### src/gtsp_pkg.sv
`default_nettype none
// ============================================================================
// gtsp_pkg: shared types and constants of the slot pool
// Sizes, operation and status codes, channel payloads and the command and
// status groups that join the controller to the datapath.
// ============================================================================
package gtsp_pkg;

    localparam int SLOTS = 16;
    localparam int IDX_W = $clog2(SLOTS);
    localparam int ACT_W = IDX_W + 1;
    localparam int TAG_W = 32;
    localparam int SEQ_W = 64;
    localparam int LEN_W = 16;

    typedef enum logic [2:0] {
        KIND_RESERVE  = 3'd0,
        KIND_COMMIT   = 3'd1,
        KIND_TAKE     = 3'd2,
        KIND_REL_RES  = 3'd3,
        KIND_REL_HELD = 3'd4,
        KIND_QUERY    = 3'd5,
        KIND_RESUME   = 3'd6,
        KIND_STOP     = 3'd7
    } kind_t;

    typedef enum logic [1:0] {
        SLOT_FREE     = 2'd0,
        SLOT_RESERVED = 2'd1,
        SLOT_READY    = 2'd2,
        SLOT_HELD     = 2'd3
    } slot_status_t;

    typedef enum logic {
        CFG_BOOT_PAUSED  = 1'b0,
        CFG_ACTIVE_SLOTS = 1'b1
    } cfg_reg_t;

    typedef enum logic [1:0] {
        ST_IDLE = 2'd0,
        ST_ADDR = 2'd1,
        ST_SCAN = 2'd2,
        ST_EXEC = 2'd3
    } ctrl_state_t;

    typedef struct packed {
        kind_t             kind;
        logic [IDX_W-1:0]  slot_sel;
        logic [TAG_W-1:0]  slot_generation;
        logic [SEQ_W-1:0]  order_key;
        logic [LEN_W-1:0]  byte_count;
        logic              encode_complete;
    } req_t;

    typedef struct packed {
        logic              ok;
        logic [IDX_W-1:0]  result_index;
        logic [TAG_W-1:0]  result_generation;
        logic [SEQ_W-1:0]  result_sequence;
        logic [LEN_W-1:0]  result_bytes;
    } rsp_t;

    // Commands from the controller to the datapath.
    typedef struct packed {
        logic load;
        logic prep;
        logic scan;
        logic exec;
    } gtsp_cmd_t;

    // Status from the datapath to the controller.
    typedef struct packed {
        logic is_take;
        logic scan_done;
        logic out_full;
    } gtsp_stat_t;

endpackage
`default_nettype wire

### src/generation_tagged_slot_pool.sv
`default_nettype none
// ============================================================================
// generation_tagged_slot_pool: pool of generation-tagged record slots
// Sixteen slots that are reserved, committed, taken oldest first, released
// and queried through a request channel, with one result per request.
// ============================================================================
// Usage:
// A request is one transfer on in_valid/in_ready carrying an in_data
// struct; each request produces exactly one result transfer on
// out_valid/out_ready carrying an out_data struct, in request order.
// Configuration writes go over cfg_valid/cfg_ready with cfg_index and
// cfg_data; the port is always ready and must only be used while no
// request is outstanding.
// A take walks the record memory one slot per cycle through its single
// read port to find the oldest ready slot.
// Only one request is handled at a time; a new request is accepted once
// the previous one has made its update, even while the previous result
// still waits in the output register.
// When the receiver stalls, a finished result stays in the output
// register and the next request waits before updating any slot.
// Reset frees all slots, zeroes all tags, clears the pause and stop flags
// and selects all sixteen slots; no clearing pass is needed.
// ============================================================================
module generation_tagged_slot_pool (
    input  wire logic                          clk,
    input  wire logic                          rst_n,
    input  wire logic                          in_valid,
    output logic                               in_ready,
    input  wire gtsp_pkg::req_t                in_data,
    output logic                               out_valid,
    input  wire logic                          out_ready,
    output gtsp_pkg::rsp_t                     out_data,
    input  wire logic                          cfg_valid,
    output logic                               cfg_ready,
    input  wire gtsp_pkg::cfg_reg_t            cfg_index,
    input  wire logic [gtsp_pkg::ACT_W-1:0]    cfg_data
);
    import gtsp_pkg::*;

    gtsp_cmd_t  cmd;
    gtsp_stat_t stat;

    // Register writes complete in the cycle they are offered.
    assign cfg_ready = 1'b1;

    // The sequencer decides when each step of a request happens.
    gtsp_ctrl u_ctrl (
        .clk      (clk),
        .rst_n    (rst_n),
        .in_valid (in_valid),
        .in_ready (in_ready),
        .stat     (stat),
        .cmd      (cmd)
    );

    // The datapath owns all slot state and the result register.
    gtsp_dpath u_dpath (
        .clk       (clk),
        .rst_n     (rst_n),
        .cmd       (cmd),
        .stat      (stat),
        .in_data   (in_data),
        .cfg_we    (cfg_valid),
        .cfg_index (cfg_index),
        .cfg_data  (cfg_data),
        .out_valid (out_valid),
        .out_ready (out_ready),
        .out_data  (out_data)
    );

endmodule
`default_nettype wire

### src/gtsp_ctrl.sv
`default_nettype none
// ============================================================================
// gtsp_ctrl: operation sequencer of the slot pool
// Steps one request through capture, slot selection, the oldest-ready scan
// when the request is a take, and the single state update.
// ============================================================================
module gtsp_ctrl (
    input  wire logic                clk,
    input  wire logic                rst_n,
    input  wire logic                in_valid,
    output logic                     in_ready,
    input  wire gtsp_pkg::gtsp_stat_t stat,
    output gtsp_pkg::gtsp_cmd_t      cmd
);
    import gtsp_pkg::*;

    ctrl_state_t state_reg;
    ctrl_state_t state_next;

    always_ff @(posedge clk or negedge rst_n)
    begin
        if (!rst_n)
        begin
            state_reg <= ST_IDLE;
        end
        else
        begin
            state_reg <= state_next;
        end
    end

    always_comb
    begin
        state_next = state_reg;
        cmd        = '0;
        in_ready   = 1'b0;
        unique case (state_reg)
            ST_IDLE:
            begin
                in_ready = 1'b1;
                if (in_valid)
                begin
                    cmd.load   = 1'b1;
                    state_next = ST_ADDR;
                end
            end
            ST_ADDR:
            begin
                cmd.prep   = 1'b1;
                state_next = stat.is_take ? ST_SCAN : ST_EXEC;
            end
            ST_SCAN:
            begin
                cmd.scan = 1'b1;
                if (stat.scan_done)
                begin
                    state_next = ST_EXEC;
                end
            end
            ST_EXEC:
            begin
                // The update happens once, when the output register can take the result.
                if (!stat.out_full)
                begin
                    cmd.exec   = 1'b1;
                    state_next = ST_IDLE;
                end
            end
            default:
            begin
                state_next = ST_IDLE;
            end
        endcase
    end

endmodule
`default_nettype wire

### src/gtsp_dpath.sv
`default_nettype none
// ============================================================================
// gtsp_dpath: slot state, record memory and result register
// Holds per-slot status and tags, the sequence and length memory, the pool
// flags and configuration, the free-slot encoder and the minimum scan.
// ============================================================================
module gtsp_dpath (
    input  wire logic                 clk,
    input  wire logic                 rst_n,
    input  wire gtsp_pkg::gtsp_cmd_t  cmd,
    output gtsp_pkg::gtsp_stat_t      stat,
    input  wire gtsp_pkg::req_t       in_data,
    input  wire logic                 cfg_we,
    input  wire gtsp_pkg::cfg_reg_t   cfg_index,
    input  wire logic [gtsp_pkg::ACT_W-1:0] cfg_data,
    output logic                      out_valid,
    input  wire logic                 out_ready,
    output gtsp_pkg::rsp_t            out_data
);
    import gtsp_pkg::*;

    localparam int REC_W = SEQ_W + LEN_W;

    // Per-slot state, cleared by reset.
    slot_status_t      status_reg  [SLOTS];
    slot_status_t      status_next [SLOTS];
    logic [TAG_W-1:0]  tag_reg     [SLOTS];
    logic [TAG_W-1:0]  tag_next    [SLOTS];

    logic              paused_reg;
    logic              paused_next;
    logic              stopped_reg;
    logic              stopped_next;
    logic [ACT_W-1:0]  active_reg;
    logic [ACT_W-1:0]  active_next;

    // Sequence and length of each slot; only used after a commit wrote it.
    logic [REC_W-1:0]  rec_mem [SLOTS];
    logic [REC_W-1:0]  rec_rd_reg;
    logic [IDX_W-1:0]  rd_addr;
    logic              mem_we;
    logic [SEQ_W-1:0]  rd_seq;
    logic [LEN_W-1:0]  rd_len;

    req_t              req_reg;
    logic [IDX_W-1:0]  sel_idx_reg;
    logic              sel_ok_reg;

    logic [ACT_W-1:0]  scan_cnt_reg;
    logic              cand_vld_reg;
    logic [IDX_W-1:0]  cand_idx_reg;
    logic              best_found_reg;
    logic [IDX_W-1:0]  best_idx_reg;
    logic [SEQ_W-1:0]  best_seq_reg;
    logic              better;

    logic              out_valid_reg;
    logic              out_valid_next;
    rsp_t              out_data_reg;
    rsp_t              rsp;

    logic [SLOTS-1:0]  free_vec;
    logic [SLOTS-1:0]  ready_vec;
    logic              free_found;
    logic [IDX_W-1:0]  free_idx;

    logic [IDX_W-1:0]  t_idx;
    slot_status_t      cur_status;
    logic [TAG_W-1:0]  cur_tag;
    logic [TAG_W-1:0]  inc_tag;
    logic              in_range;
    logic              tag_ok;

    assign rd_seq = rec_rd_reg[REC_W-1 -: SEQ_W];
    assign rd_len = rec_rd_reg[LEN_W-1:0];

    // Slot vectors over the slots in use.
    always_comb
    begin
        for (int i = 0; i < SLOTS; i++)
        begin
            free_vec[i]  = (ACT_W'(i) < active_reg) && (status_reg[i] == SLOT_FREE);
            ready_vec[i] = (ACT_W'(i) < active_reg) && (status_reg[i] == SLOT_READY);
        end
    end

    // Lowest free slot.
    always_comb
    begin
        free_found = 1'b0;
        free_idx   = '0;
        for (int i = SLOTS - 1; i >= 0; i--)
        begin
            if (free_vec[i])
            begin
                free_found = 1'b1;
                free_idx   = IDX_W'(i);
            end
        end
    end

    // Request capture and slot selection.
    always_ff @(posedge clk)
    begin
        if (cmd.load)
        begin
            req_reg <= in_data;
        end
        if (cmd.prep)
        begin
            sel_idx_reg <= (req_reg.kind == KIND_RESERVE) ? free_idx : req_reg.slot_sel;
            sel_ok_reg  <= free_found;
        end
    end

    // Record memory: one write port, one registered read port.
    assign rd_addr = cmd.scan ? scan_cnt_reg[IDX_W-1:0] : req_reg.slot_sel;

    always_ff @(posedge clk)
    begin
        if (mem_we)
        begin
            rec_mem[t_idx] <= {req_reg.order_key, req_reg.byte_count};
        end
        rec_rd_reg <= rec_mem[rd_addr];
    end

    // Oldest-ready scan: one slot read per cycle, each compared in the cycle after its read.
    assign better = cand_vld_reg && (!best_found_reg || (rd_seq < best_seq_reg));

    always_ff @(posedge clk or negedge rst_n)
    begin
        if (!rst_n)
        begin
            scan_cnt_reg   <= '0;
            cand_vld_reg   <= 1'b0;
            best_found_reg <= 1'b0;
        end
        else if (cmd.prep)
        begin
            scan_cnt_reg   <= '0;
            cand_vld_reg   <= 1'b0;
            best_found_reg <= 1'b0;
        end
        else if (cmd.scan)
        begin
            scan_cnt_reg   <= scan_cnt_reg + ACT_W'(1);
            cand_vld_reg   <= (scan_cnt_reg < ACT_W'(SLOTS)) &&
                              ready_vec[scan_cnt_reg[IDX_W-1:0]];
            best_found_reg <= best_found_reg | better;
        end
    end

    always_ff @(posedge clk)
    begin
        if (cmd.scan)
        begin
            cand_idx_reg <= scan_cnt_reg[IDX_W-1:0];
            if (better)
            begin
                best_idx_reg <= cand_idx_reg;
                best_seq_reg <= rd_seq;
            end
        end
    end

    // Operation on the selected slot.
    assign t_idx      = (req_reg.kind == KIND_TAKE) ? best_idx_reg : sel_idx_reg;
    assign cur_status = status_reg[t_idx];
    assign cur_tag    = tag_reg[t_idx];
    assign inc_tag    = (cur_tag == '1) ? TAG_W'(1) : cur_tag + TAG_W'(1);
    assign in_range   = {1'b0, req_reg.slot_sel} < active_reg;
    assign tag_ok     = cur_tag == req_reg.slot_generation;

    always_comb
    begin
        status_next  = status_reg;
        tag_next     = tag_reg;
        paused_next  = paused_reg;
        stopped_next = stopped_reg;
        active_next  = active_reg;
        mem_we       = 1'b0;
        rsp          = '0;
        rsp.result_index = req_reg.slot_sel;

        if (cfg_we)
        begin
            unique case (cfg_index)
                CFG_BOOT_PAUSED:  paused_next = cfg_data[0];
                CFG_ACTIVE_SLOTS: active_next = cfg_data;
                default:          active_next = active_reg;
            endcase
        end

        if (cmd.exec)
        begin
            unique case (req_reg.kind)
                KIND_RESERVE:
                begin
                    if (!stopped_reg && !paused_reg && sel_ok_reg)
                    begin
                        tag_next[t_idx]       = inc_tag;
                        status_next[t_idx]    = SLOT_RESERVED;
                        rsp.ok                = 1'b1;
                        rsp.result_index      = t_idx;
                        rsp.result_generation = inc_tag;
                    end
                end
                KIND_COMMIT:
                begin
                    if (in_range && (cur_status == SLOT_RESERVED) && tag_ok)
                    begin
                        if (req_reg.encode_complete)
                        begin
                            status_next[t_idx] = SLOT_READY;
                            mem_we             = 1'b1;
                            rsp.ok             = 1'b1;
                        end
                        else
                        begin
                            // An encoding that did not fit gives the slot back.
                            status_next[t_idx] = SLOT_FREE;
                        end
                    end
                end
                KIND_TAKE:
                begin
                    if (best_found_reg)
                    begin
                        status_next[t_idx]    = SLOT_HELD;
                        rsp.ok                = 1'b1;
                        rsp.result_index      = t_idx;
                        rsp.result_generation = cur_tag;
                    end
                end
                KIND_REL_RES:
                begin
                    if (in_range && (cur_status == SLOT_RESERVED) && tag_ok)
                    begin
                        status_next[t_idx] = SLOT_FREE;
                        rsp.ok             = 1'b1;
                    end
                end
                KIND_REL_HELD:
                begin
                    if (in_range && (cur_status == SLOT_HELD) && tag_ok)
                    begin
                        status_next[t_idx] = SLOT_FREE;
                        rsp.ok             = 1'b1;
                    end
                end
                KIND_QUERY:
                begin
                    if (in_range && (cur_status == SLOT_HELD) && tag_ok)
                    begin
                        rsp.ok              = 1'b1;
                        rsp.result_sequence = rd_seq;
                        rsp.result_bytes    = rd_len;
                    end
                end
                KIND_RESUME:
                begin
                    paused_next = 1'b0;
                    rsp.ok      = 1'b1;
                end
                KIND_STOP:
                begin
                    stopped_next = 1'b1;
                    rsp.ok       = 1'b1;
                end
                default:
                begin
                    rsp.ok = 1'b0;
                end
            endcase
        end
    end

    always_ff @(posedge clk or negedge rst_n)
    begin
        if (!rst_n)
        begin
            for (int i = 0; i < SLOTS; i++)
            begin
                status_reg[i] <= SLOT_FREE;
                tag_reg[i]    <= '0;
            end
            paused_reg  <= 1'b0;
            stopped_reg <= 1'b0;
            active_reg  <= ACT_W'(SLOTS);
        end
        else
        begin
            status_reg  <= status_next;
            tag_reg     <= tag_next;
            paused_reg  <= paused_next;
            stopped_reg <= stopped_next;
            active_reg  <= active_next;
        end
    end

    // Result register.
    assign out_valid_next = cmd.exec | (out_valid_reg & ~out_ready);

    always_ff @(posedge clk or negedge rst_n)
    begin
        if (!rst_n)
        begin
            out_valid_reg <= 1'b0;
        end
        else
        begin
            out_valid_reg <= out_valid_next;
        end
    end

    always_ff @(posedge clk)
    begin
        if (cmd.exec)
        begin
            out_data_reg <= rsp;
        end
    end

    assign out_valid      = out_valid_reg;
    assign out_data       = out_data_reg;
    assign stat.is_take   = req_reg.kind == KIND_TAKE;
    assign stat.scan_done = scan_cnt_reg == ACT_W'(SLOTS);
    assign stat.out_full  = out_valid_reg & ~out_ready;

endmodule
`default_nettype wire

### config.mk
export PLATFORM = sky130hd
export DESIGN_NAME = generation_tagged_slot_pool
export DESIGN_NICKNAME = d
export VERILOG_FILES = /design/src/gtsp_pkg.sv /design/src/generation_tagged_slot_pool.sv /design/src/gtsp_ctrl.sv /design/src/gtsp_dpath.sv
export SDC_FILE = /design/constraint.sdc
export NUM_CORES = 2
export LEC_CHECK = 0
export CORE_MARGIN = 4
export CORE_UTILIZATION = 35
export CTS_BUF_LIST = sky130_fd_sc_hd__clkbuf_4 sky130_fd_sc_hd__clkbuf_8 sky130_fd_sc_hd__clkbuf_16
export CTS_CLUSTER_DIAMETER = 60
export DETAILED_ROUTE_END_ITERATION = 8
export DONT_BUFFER_PORTS = 1
export GPL_TIMING_DRIVEN = 0
export PLACE_DENSITY = 0.47
export SLEW_MARGIN = 20
export SYNTH_ARGS = -nofsm -noshare
export SYNTH_HDL_FRONTEND = slang
export SYNTH_HIERARCHICAL = 1
export SYNTH_SLANG_ARGS = --single-unit
### constraint.sdc
create_clock -name clk -period 35.2 [get_ports clk]
set_clock_uncertainty 0.05 [all_clocks]
set_input_delay 7.04 -clock clk [delete_from_list [all_inputs] [get_ports clk]]
set_output_delay 7.04 -clock clk [all_outputs]
set_load 0.005 [all_outputs]
Word-level counts from Yosys, hierarchy flattened
Memory sizes are Yosys's and may differ from the RTL's. A register that Yosys moved wholly into a read port is not among the register bits. Index checks and enable logic that the tools add are counted.

Muxes and demuxes: 75. Equal/unequal tests: 39. $add $sub $neg: 2. Reduce and logical (&&, ||, !) cells: 75. Bitwise operators: 14. Order comparisons: 22.

Operators by type and width (count): $bwmux W512 (1); $mux W32 (10); $pmux W32 S5 (1); $bmux W32 S4 (1); $demux W32 S4 (1); $mux W4 (19); $mux W37 (2); $pmux W36 S2 (1); $lt A64 B64 Y1 (1); $logic_and A1 B1 Y1 (41); $lt A4 B5 Y1 const A (8); $eq A2 B2 Y1 const B (19); $logic_not A2 Y1 (17); $add A32 B1 Y32 const B (1); $and A16 B16 Y16 (2); $and A32 B32 Y32 (1); $eq A32 B32 Y1 (1); $eq A32 B32 Y1 const B (1); $not A16 Y16 (2); $not A32 Y32 (1); $or A16 B16 Y16 (2); $or A32 B32 Y32 (1); $mux W1 (26); $lt A3 B5 Y1 const A (4); other kinds (36) (63).

Flip-flop bits (word level): 875. Output and inout bits: 120. Bits in writable memories: 1280. Memories: 1. Input bits: 131.

Memory list: u_dpath.rec_mem (words 16, bits a word 80, rd ports 1, clocked after memory_dff 1, wr ports 1, RTL line gtsp_dpath.sv:38) `logic [REC_W-1:0] rec_mem [SLOTS];`.

Logic depth before layout (Yosys ltp)
Word-level depth: 19. Depth in mapped cells: 22. Gate-level depth less buffers: 14.

Hierarchy
The synthesis kept the hierarchy.

By module, submodules not included: gtsp_dpath (cells an instance 6024, instances 1, area an instance 91146.2 µm²); gtsp_ctrl (cells an instance 19, instances 1, area an instance 192.7 µm²); generation_tagged_slot_pool (cells an instance 2, instances 1, area an instance 11.3 µm²).

Worst setup path before layout
Ideal clock, no wire load.

Path kind: input to register. Start point: input out_ready. End point: memory u_dpath/rec_mem[0][0] in the netlist's numbering, enable pin. Stages: 6. Buffers on the path: 1. Library setup time: 0.617 ns. Data arrival time: 19.205 ns. Path slack: 15.328 ns. Cell sequence: nor2b_1 -> nor2b_1 -> inv_1 -> or4_1 -> buf_2 -> nor3_1.

RTL lines: from (decl) (RTL line generation_tagged_slot_pool.sv:31) `input wire logic out_ready,`; to (decl) (RTL line gtsp_dpath.sv:38).

==> results.toml <==
[outcome]
outcome = "finished, final reports clean"

[timing]
worstMarginPinSlew_ns = 1.420
finalHoldWorstSlack_ns = 0.3677
maxSlewViolCount = 0
hold_viol_final = 0
tns_ns = 0
setup_viol = 0
period_share_pct = 28.67
max_freq_ghz = 0.09908
grt_setup_unrepaired = "false"
slew-limit-headroom_pct = 5.318
period_needed_ns = 10.09

[place]
gp_congestion = 0.9522
io_buffer_count = 0
place_inst = 9645
place_hpwl_mm = 228.3
dpl_cell_area_um2 = 98420

[synthesis]
synth-edff-count = 1594
ys.flop_type = "edfxtp_1"
synth_compound_area_share_pct = 7.294
synth-xor-area-share_pct = 0.5177
ys.warnings.count = 6
syn_area_um2 = 91350
seq_area_frac_synth_pct = 69.52
avgSynthCellArea_um2 = 15.11
synth_most_common_cell = "edfxtp_1"
muxShareOfSynthArea_pct = 11.95
synth_top_family_by_area = "multiplexers"
yosys.area_share.simple_pct = 7.359
syn-num-nets = 6249
yosysUniqueCellTypes = 99
synth_top_cells_by_count = "edfxtp_1 (1594), nand2_1 (914), dfrtp_1 (560)"
synthAdderAreaFrac_pct = 0.9999
yosys.area.top_type = "edfxtp_1"
ys_async_sr_fraction_pct = 25.10
synth.top_cell.area_share_pct = 52.40
synth_cells = 6045
synth.area.top_cells = "edfxtp_1 (52%), dfrtp_1 (15%), mux4_2 (8.6%)"
synth_seq_cells = 2235

[finish]
nets = 6723
finish.instance_area_um2 = 107500
areaGrowthSynthToFinish_pct = 17.68
fin_util_pct = 41.39
drive_gt1_share_pct = 18.67
fin_cells = 10140
largest_reg_flops = 1280

[cts]
ctsHoldBuffers = 0
cts.htree.levels = 5
clkLatencyLatePin_ns = 0.86
ctsResizeCount = 0
cts_setup_buffers = 0
clockRootBuffer = "clkbuf_16"
cts_tree = "done"
cts_buffers = 273
cts.reportedPaths.clkPinSlew_ns = 0.06
cts.sinks = 2235
clockBufferDepth = 4

[die]
initial_core_util_pct = 35.17
placementRows = 187
ioPinCount = 251
die_w_um = 518.9
fp.dieArea_um2 = 269200
fp.dieH_um = 518.9
coreArea_um2 = 259700

[pwr]
power_leakage_nw = 38.75
ir_drop_mv = 0.05627
power_density_nw_per_um2 = 75.69

[routing]
wire_per_inst_um = 32.08
finalWirelength_mm = 325.3
drc = 0
ant_nets = 0
viasPerCell = 5.610
initialDrtViolationCount = 5781
vias = 56889
drt-pass1-iter-count = 6

[grt]
antenna_found_initial = 46
grt_pass1_vias = 56972
grt_max_degree = 562
grt_overflow = 0
grt_pass1_wl_mm = 453.9
track_usage_pct = 23.68

[worst_setup_path]
r2r_cells = 23
slowest_delay_ns = 0.64
critPathMaxFanout = 15
critical_path_class = "in -> reg"
cp-endpoint = "u_dpath/rec_mem[13][3]"
end_kind = "flip-flop"
startpoint_type = "primary input"
crit_slowest_cell = "nor3_2"
timing.rr.end = "u_dpath/rec_mem[13][3]"
r2r_slack_ns = 26.06
cp.required_ns = 35.70
crit_start = "out_ready"
cp_cell_sequence = "nor2b_1 -> nor2b_4 -> buf_12 -> inv_1 -> or4_1 -> buf_2 -> nor3_2 -> buf_6 -> buf_4 -> buf_4 -> buf_4 -> buf_6 -> buf_6"
r2r-start = "u_dpath/sel_idx_reg[0]"
cp.arrival_ns = 10.59

[run]
max_cap_violations = 0

[worst_hold_path]
worstHoldPathCells = 0
hp-class = "reg -> reg"
-- worst max-delay path, delay by kind of cell --
family,cells,cell delay (ns)
buffers and inverters,9,1.69
AND/OR/NAND/NOR,4,1.81
-- routing by layer --
layer  vias up  share of wire (%)  global-route usage [%]
met4        16                5.0                   10.28
met5         -              0.035                       0
met2      2369                 47                   38.20
met1     29849                 41                   31.02
li1      23968                  -                       -
met3       687                7.1                   4.867
-- kinds of logic (layout without fill, tap and decap cells) --
| group | count (synthesis) | after routing |
|---|---|---|
| buffers and inverters | 481 | 1162 |
| AO/OA/AOI/OAI | 1089 | 1089 |
| XOR/XNOR | 54 | 54 |
| other | 1 | 13 |
| AND/OR/NAND/NOR | 1463 | 1463 |
| adder cells (fa/ha/maj) | 73 | 73 |
| flip-flops | 2235 | 2235 |
| multiplexers | 649 | 649 |
-- report_power, final --
group | internal [mW] | total, mW | switching [mW]
Sequential | 3.09 | 3.30 | 0.208
Clock | 1.71 | 2.82 | 1.11
Combinational | 0.678 | 2.02 | 1.34
Total | 5.48 | 8.14 | 2.66
-- final cells by class --
cell class                      instances  area, µm²
Buffer                                389       1842
Clock buffer                          378       7941
Inverter                               92      345.3
Multi-Input combinational cell       3329      25910
Tap cell                             3402       4257
Antenna cell                           12      30.03
Clock inverter                        104       1082
Sequential cell                      2235      63510
Fill cell                           23820     152200
Timing Repair Buffer                  199       2579
-- worst min-delay path by stage --
stage / start / to
after detailed placement: u_dpath/cand_idx_reg[0] / u_dpath/best_idx_reg[0]
after global placement: u_dpath/cand_idx_reg[0] / u_dpath/best_idx_reg[0]
final: u_dpath/cand_idx_reg[1] / u_dpath/best_idx_reg[1]
after floorplan: u_dpath/cand_idx_reg[0] / u_dpath/best_idx_reg[0]
after global routing: u_dpath/cand_idx_reg[1] / u_dpath/best_idx_reg[1]
after CTS: u_dpath/cand_idx_reg[0] / u_dpath/best_idx_reg[0]
-- layout by cell type (no fill, tap or decap), types with 106 or more instances in the layout --
cell	synthesis	final
edfxtp_1	1594	1594
mux2i_1	250	247
and2_1	168	168
a211oi_1	106	106
dfrtp_1	560	560
o21ai_0	524	523
mux4_2	348	348
clkbuf_16	0	281
clkbuf_1	259	245
nand2_1	914	914
-- per-stage QoR --
step	setup slack, ns	total power [mW]
after global routing	24.98	8.455
after detailed placement	24.22	5.357
after floorplan	15.33	4.428
after global placement	0.8641	5.331
final	25.11	8.136
after CTS	25.12	8.208
No activity file was read; power rests on OpenSTA's default activity.
